**config.mk**
```make
export PLATFORM = sky130hd
export DESIGN_NAME = cdt_relax
export DESIGN_NICKNAME = d
export VERILOG_FILES = /design/src/rtl/core/cdt_pkg.sv /design/src/rtl/core/cdt_relax.sv
export SDC_FILE = /design/constraint.sdc
export NUM_CORES = 1
export LEC_CHECK = 0
export ABC_AREA = 1
export BUFFER_PORTS_ARGS = -buffer_cell sky130_fd_sc_hd__buf_2
export CAP_MARGIN = 20
export CORE_MARGIN = 4
export CORE_UTILIZATION = 60
export DETAILED_ROUTE_END_ITERATION = 12
export PLACE_DENSITY = 0.88
export SLEW_MARGIN = 40
export SYNTH_ARGS = -nofsm -noshare
export SYNTH_HDL_FRONTEND = slang
export SYNTH_SLANG_ARGS = --single-unit
export TNS_END_PERCENT = 30
```
**constraint.sdc**
```tcl
create_clock -name vclk -period 14.9
set_clock_uncertainty 0.1 [all_clocks]
set_input_delay 1.49 -clock vclk [all_inputs]
set_output_delay 1.49 -clock vclk [all_outputs]
set_load 0.05 [all_outputs]
```
**src/rtl/core/cdt_pkg.sv**
```systemverilog
// Shared types and constants for the 3-4 chamfer distance transform.
// No dependencies; used by cdt_relax and chamfer_distance_transform_unit.
package cdt_pkg;

    localparam int DIST_W    = 12;
    localparam int CFG_W     = 9;
    localparam int CFG_IDX_W = 2;
    localparam int IDX_W     = 16;

    localparam logic [DIST_W-1:0] DIST_INF      = 12'd4095;
    localparam logic [DIST_W-1:0] STEP_STRAIGHT = 12'd3;
    localparam logic [DIST_W-1:0] STEP_DIAG     = 12'd4;

    // configuration register indexes
    localparam logic [CFG_IDX_W-1:0] CFG_WIDTH  = 2'd0;
    localparam logic [CFG_IDX_W-1:0] CFG_HEIGHT = 2'd1;

    // input opcodes
    localparam logic OP_LOAD = 1'b0;
    localparam logic OP_READ = 1'b1;

    typedef enum logic [2:0] {
        S_IDLE,
        S_LOAD,
        S_BWD_RD,
        S_BWD_WR,
        S_READ
    } t_state;

    // which neighbor terms take part in one relaxation
    typedef struct packed {
        logic prev;
        logic near;
        logic diag;
        logic far;
    } t_nb_en;

    function automatic logic [DIST_W-1:0] sat_add(input logic [DIST_W-1:0] d,
                                                  input logic [DIST_W-1:0] step);
        logic [DIST_W:0] s;
        s = {1'b0, d} + {1'b0, step};
        return (s > {1'b0, DIST_INF}) ? DIST_INF : s[DIST_W-1:0];
    endfunction

endpackage

```
**src/rtl/core/cdt_relax.sv**
```systemverilog
// One chamfer relaxation: minimum of a center value and up to four
// saturated neighbor terms. Depends on cdt_pkg.
module cdt_relax (
    input  logic [cdt_pkg::DIST_W-1:0] i_center,
    input  logic [cdt_pkg::DIST_W-1:0] i_prev,
    input  logic [cdt_pkg::DIST_W-1:0] i_near,
    input  logic [cdt_pkg::DIST_W-1:0] i_diag,
    input  logic [cdt_pkg::DIST_W-1:0] i_far,
    input  cdt_pkg::t_nb_en            i_en,
    output logic [cdt_pkg::DIST_W-1:0] o_dist
);

    logic [cdt_pkg::DIST_W-1:0] w_prev_t;
    logic [cdt_pkg::DIST_W-1:0] w_near_t;
    logic [cdt_pkg::DIST_W-1:0] w_diag_t;
    logic [cdt_pkg::DIST_W-1:0] w_far_t;
    logic [cdt_pkg::DIST_W-1:0] w_m0;
    logic [cdt_pkg::DIST_W-1:0] w_m1;
    logic [cdt_pkg::DIST_W-1:0] w_m2;

    // disabled terms fall back to the sentinel so they never win
    assign w_prev_t = i_en.prev ? cdt_pkg::sat_add(i_prev, cdt_pkg::STEP_STRAIGHT)
                                : cdt_pkg::DIST_INF;
    assign w_near_t = i_en.near ? cdt_pkg::sat_add(i_near, cdt_pkg::STEP_STRAIGHT)
                                : cdt_pkg::DIST_INF;
    assign w_diag_t = i_en.diag ? cdt_pkg::sat_add(i_diag, cdt_pkg::STEP_DIAG)
                                : cdt_pkg::DIST_INF;
    assign w_far_t  = i_en.far  ? cdt_pkg::sat_add(i_far, cdt_pkg::STEP_DIAG)
                                : cdt_pkg::DIST_INF;

    assign w_m0   = (w_prev_t < w_near_t) ? w_prev_t : w_near_t;
    assign w_m1   = (w_diag_t < w_far_t) ? w_diag_t : w_far_t;
    assign w_m2   = (w_m0 < w_m1) ? w_m0 : w_m1;
    assign o_dist = (i_center < w_m2) ? i_center : w_m2;

endmodule

```
==> results of run 1 <==
-- routing by layer --
metal	track usage [%]	vias up
li1	-	2081
met1	34.1	1614
met2	42.5	102
met3	0.226	6
met4	2.41	0
met5	0	-
-- power by group --
| part | switching, uW | total (uW) | internal, uW |
|---|---|---|---|
| Combinational | 194 | 277 | 82.5 |
| Clock | 0 | 0 | 0 |
| Sequential | 0 | 0 | 0 |
| Total | 194 | 277 | 82.5 |
-- synth_stat cells (6+ instances only) --
library cell,n
a21oi_1,26
clkbuf_1,8
ha_1,52
inv_1,75
nand2_1,221
nand2_2,7
nand3_1,54
nand4_1,10
nor2_1,54
nor2_2,7
o21ai_0,37
o21bai_1,6
xor2_1,6
-- path summary, 6_finish.rpt --
path,slack [ns],cells after the start,to,startpoint
worst min-delay path,3.30,4,o_dist[7],i_center[7]
worst max-delay path,5.25,43,o_dist[1],i_near[0]
-- worst max-delay path: cells and delay by family --
kind | cells | cell delay, ns
and+or+nand+nor | 20 | 2.19
AOI/OAI and AO/OA | 11 | 1.89
buffers and inverters | 8 | 1.33
adders and majority gates | 4 | 1.13
-- through the flow --
stage               cells  total power, uW  worst slack (ns)  area [um2]
global route          732              312              4.48        3500
floorplan             599              216              6.04        3080
global placement      732              266              5.62        3500
CTS                   732              275              5.36        3500
detailed placement    732              275              5.37        3500
finish                732              277              5.25        3500
-- final cells by class --
class	count	area [um2]
Fill cell	455	1350
Inverter	79	297
Multi-Input combinational cell	509	2730
Tap cell	67	83.8
Timing Repair Buffer	77	388
-- cell families (layout without fill, tap and decap cells) --
group,after synthesis,after routing,synth area share [%]
AND/OR/NAND/NOR,369,369,50.6
buffers and inverters,90,156,11.3
AO/OA/AOI/OAI,81,81,15.0
adder cells (fa/ha/maj),52,52,21.1
XOR/XNOR,7,7,1.99
==> flow_summary.json, run 1 <==
{
  "synth_top_area_share_pct": 26.9,
  "drtIter0Drc": 183,
  "rsz0062_at_grt": "no",
  "period_share_pct": 64.7,
  "wl_per_cell_um": 10.6,
  "syn_to_final_growth_pct": 13.7,
  "nClkBuffers": 0,
  "cap_violations": 0,
  "seq_cell_count": 0,
  "gr-total-overflow": 0,
  "final_net_count": 783,
  "worstSetupPathType": "primary input to output port",
  "design.core.area_um2": 4850,
  "track_usage_pct": 24.2,
  "grt_max_degree": 24,
  "outcome": "finished clean",
  "regArea_um2": 0,
  "tns_ns": 0,
  "grt_antenna_before_repair": 0,
  "crit_arrival_ns": 8.06,
  "port_buffers": 76,
  "tightest_slew_ns": 0.617,
  "hold_viol_final": 0,
  "syn_area_per_cell_um2": 5.14,
  "fmax_mhz": 104,
  "hold_class": "primary input to output port",
  "syn_nets": 715,
  "wl_met3_um": 398,
  "cts_setup_buffers": 0,
  "grt_pass1_vias": 3269,
  "grt_pass1_wl_um": 13400,
  "drtAntennaViolNets": 0,
  "setup-violations-final": 0,
  "place.detailed.hpwl_um": 6910,
  "cpPeakStageDelay_ns": 0.36,
  "ios": 76,
  "vias": 3803,
  "post_cts_resized": 0,
  "start_util_pct": 63.5,
  "wl_um": 7780,
  "holdBufCountCts": 0,
  "dieArea_um2": 6340,
  "antenna_cells": 0,
  "required_ns": 13.31,
  "p_leak_uw": 0.00207,
  "synthCells": 599,
  "row_count": 25,
  "netlist_area_um2": 3080,
  "met1Wirelength_um": 3880,
  "cp-start-kind": "primary input",
  "synth_warnings": 0,
  "worst_path_most_repeated_cell": "nand2_1",
  "routed.top_layer": "met4",
  "synth_area_leader_cell": "nand2_1",
  "period_minus_slack_ns": 9.65,
  "place.gp.congestion": 0.953,
  "wl_met2_um": 3430,
  "drc_errors": 0,
  "path_max_fanout": 22,
  "slew_headroom_pct": 58.9,
  "worst_setup_path_end_kind": "output port",
  "vdd_drop_max_uv": 75.1,
  "synth_area_leaders": "nand2_1 27%, ha_1 21%, inv_1 9.1%, nand3_1 8.8%, nor2_1 6.6%",
  "layout_common_cells": "221 x nand2_1, 76 x buf_2, 75 x inv_1",
  "die_w_um": 79.6,
  "layout_commonest_cell": "nand2_1",
  "drtPass1Iterations": 5,
  "via_per_inst": 5.20,
  "hold_ws_ns": 3.30,
  "powerDensity_nw_per_um2": 79.1,
  "yosysSeqAreaShare_pct": 0,
  "die_y_um": 79.6,
  "fin_util_pct": 72.2,
  "ys_types": 27,
  "cp_slowest_cell": "inv_1",
  "drv_slew": 0,
  "final_layout_size_suffix_gt1_share_pct": 15.6
}
Note: power is estimated with default switching activity, not from simulation.
==> run 2, diff against run 1 <==
ABC_AREA = 0   (was 1)
CORE_UTILIZATION = 52   (was 60)
PLACE_DENSITY = 0.81   (was 0.88)
clock period = 8.1 ns   (was 14.9 ns; I/O delays follow)
==> flow_summary.json, run 2 <==
{
  "outcome": "finished with violations",
  "violations": "setup timing",
  "hold_class": "primary input to output port",
  "synth_top_area_share_pct": 20.7,
  "yosysMostFrequentCell": "ha_1",
  "drtPass1Iterations": 12,
  "grt_max_degree": 14,
  "met1Wirelength_um": 5940,
  "row_count": 28,
  "grt_antenna_before_repair": 0,
  "cpPeakStageDelay_ns": 0.71,
  "via_per_inst": 7.45,
  "worstSetupPathType": "primary input to output port",
  "port_buffers": 76,
  "layout_commonest_cell": "buf_4",
  "seq_cell_count": 0,
  "antenna_cells": 0,
  "start_util_pct": 53.5,
  "syn_nets": 555,
  "syn_area_per_cell_um2": 7.17,
  "synth_area_leader_cell": "ha_1",
  "netlist_area_um2": 3150,
  "period_share_pct": 117,
  "cp_slowest_cell": "mux2i_1",
  "routed.top_layer": "met5",
  "regArea_um2": 0,
  "wl_met2_um": 8060,
  "place.gp.congestion": 0.934,
  "synth_warnings": 0,
  "track_usage_pct": 36.6,
  "place.detailed.hpwl_um": 9750,
  "p_leak_uw": 0.00252,
  "cp-start-kind": "primary input",
  "stdcell_count": 723,
  "worst_setup_path_end_kind": "output port",
  "period_minus_slack_ns": 9.47,
  "final_layout_size_suffix_gt1_share_pct": 48.5,
  "wl_um": 19600,
  "setup-violations-final": 12,
  "drtIter0Drc": 804,
  "grt_pass1_vias": 4732,
  "hold_ws_ns": 1.95,
  "synthCells": 439,
  "yosysSeqAreaShare_pct": 0,
  "crit_arrival_ns": 8.56,
  "worst_path_most_repeated_cell": "buf_4",
  "ys_types": 66,
  "dieArea_um2": 7360,
  "drc_errors": 0,
  "die_y_um": 85.8,
  "cap_violations": 0,
  "die_w_um": 85.8,
  "hold_viol_final": 0,
  "fmax_mhz": 106,
  "required_ns": 7.19,
  "syn_to_final_growth_pct": 70.5,
  "rsz0062_at_grt": "yes",
  "vdd_drop_max_uv": 187,
  "whs_endpoint": "o_dist[4]",
  "hold_path_startpoint": "i_center[4]",
  "wl_per_cell_um": 27.1,
  "wl_met3_um": 2950,
  "slew_headroom_pct": 41.4,
  "place_inst": 700,
  "design.core.area_um2": 5890,
  "powerDensity_nw_per_um2": 159,
  "gr-total-overflow": 0,
  "synth_commonest_cells": "52 x ha_1, 45 x inv_1, 43 x nand2_1",
  "tightest_slew_ns": 0.854,
  "holdBufCountCts": 0,
  "grt_pass1_wl_um": 22200,
  "path_max_fanout": 6,
  "layout_common_cells": "137 x buf_4, 61 x buf_2, 42 x nand2_1",
  "vias": 5387,
  "final.setup.worst_slack_ns": -1.37,
  "drv_slew": 0,
  "synth_area_leaders": "ha_1 21%, mux2i_1 8.0%, inv_1 5.4%, nand2_1 5.1%, xnor2_1 4.7%",
  "n_fill_cell": 211,
  "ios": 76,
  "drtAntennaViolNets": 0,
  "final_net_count": 766,
  "min_path_cells": 4,
  "nClkBuffers": 0
}
## run 2: cell count changes in the layout (fill, tap and decap cells not counted), moves of 15 or more
cell,delta
buf_4,+136
buf_2,-15
nand2_1,-179
a21oi_1,-20
o21ai_0,-27
nor2_1,-28
buf_6,+17
inv_1,-34
nand3_1,-36
## run 2: worst max path at each step
stage / from / end / slack (ns) / cells after the start
after detailed placement: i_near[0] / o_dist[0] / -0.44 / 35
after CTS: i_near[0] / o_dist[11] / -0.19 / 36
after floorplan: i_far[2] / o_dist[10] / 0.0002 / 32
final: i_near[0] / o_dist[0] / -1.37 / 35
after global placement: i_near[0] / o_dist[0] / -0.33 / 33
after global routing: i_near[1] / o_dist[0] / -1.48 / 33
## run 2: critical path, delay by kind of cell
family / cells / cell delay (ns)
and+or+nand+nor: 9 / 1.53
adders and majority gates: 4 / 1.26
buffers and inverters: 9 / 1.32
xor gates and xnor gates: 1 / 0.15
AOI/OAI and AO/OA: 9 / 2.12
muxes: 3 / 1.33
## run 2: final cells by class
| class | instances | area, um2 | area share [%] |
|---|---|---|---|
| inverters | 46 | 178 | 3.31 |
| multi-input cells | 384 | 3510 | 65.5 |
| well taps | 75 | 93.8 | 1.75 |
| repair buffers | 218 | 1580 | 29.4 |
## run 2: power breakdown
part / total, uW / internal, uW / switching, uW
clock network: 0 / 0 / 0
logic: 852 / 391 / 462
registers: 0 / 0 / 0
total: 852 / 391 / 462
## run 2: repair_timing
action / in CTS / in global routing
cloned: 1 / 1
resized for setup: 54 / 49
setup endpoints to repair: 12 / 12
pin swaps: 17 / 21
buffers inserted: 10 / 12
## run 2: metal layers
metal | track usage [%] | up-vias
met5 | 0 | -
met4 | 20.9 | 4
met3 | 5.28 | 311
met2 | 66.2 | 705
met1 | 40.4 | 2308
li1 | - | 2059
## run 2: cells by family after synthesis
group           count (synthesis)  synth area share, %
mux                            32                 10.5
xor+xnor                       30                 8.35
simple gates                  169                 28.6
fa+ha+maj                      52                 20.7
compound gates                101                 24.7
buf+inv                        55                 7.16
## run 2: through the flow
stage	instance area (um2)	setup TNS (ns)	utilization, %	worst slack [ns]	power (uW)
finish	5370	-15.99	91.2	-1.37	852
CTS	5060	-1.62	86.0	-0.191	697
global placement	4730	-3.42	80.4	-0.328	583
floorplan	3440	0	-	0.000204	399
global route	5370	-17.32	91.2	-1.48	869
detailed placement	4730	-4.71	80.4	-0.441	610
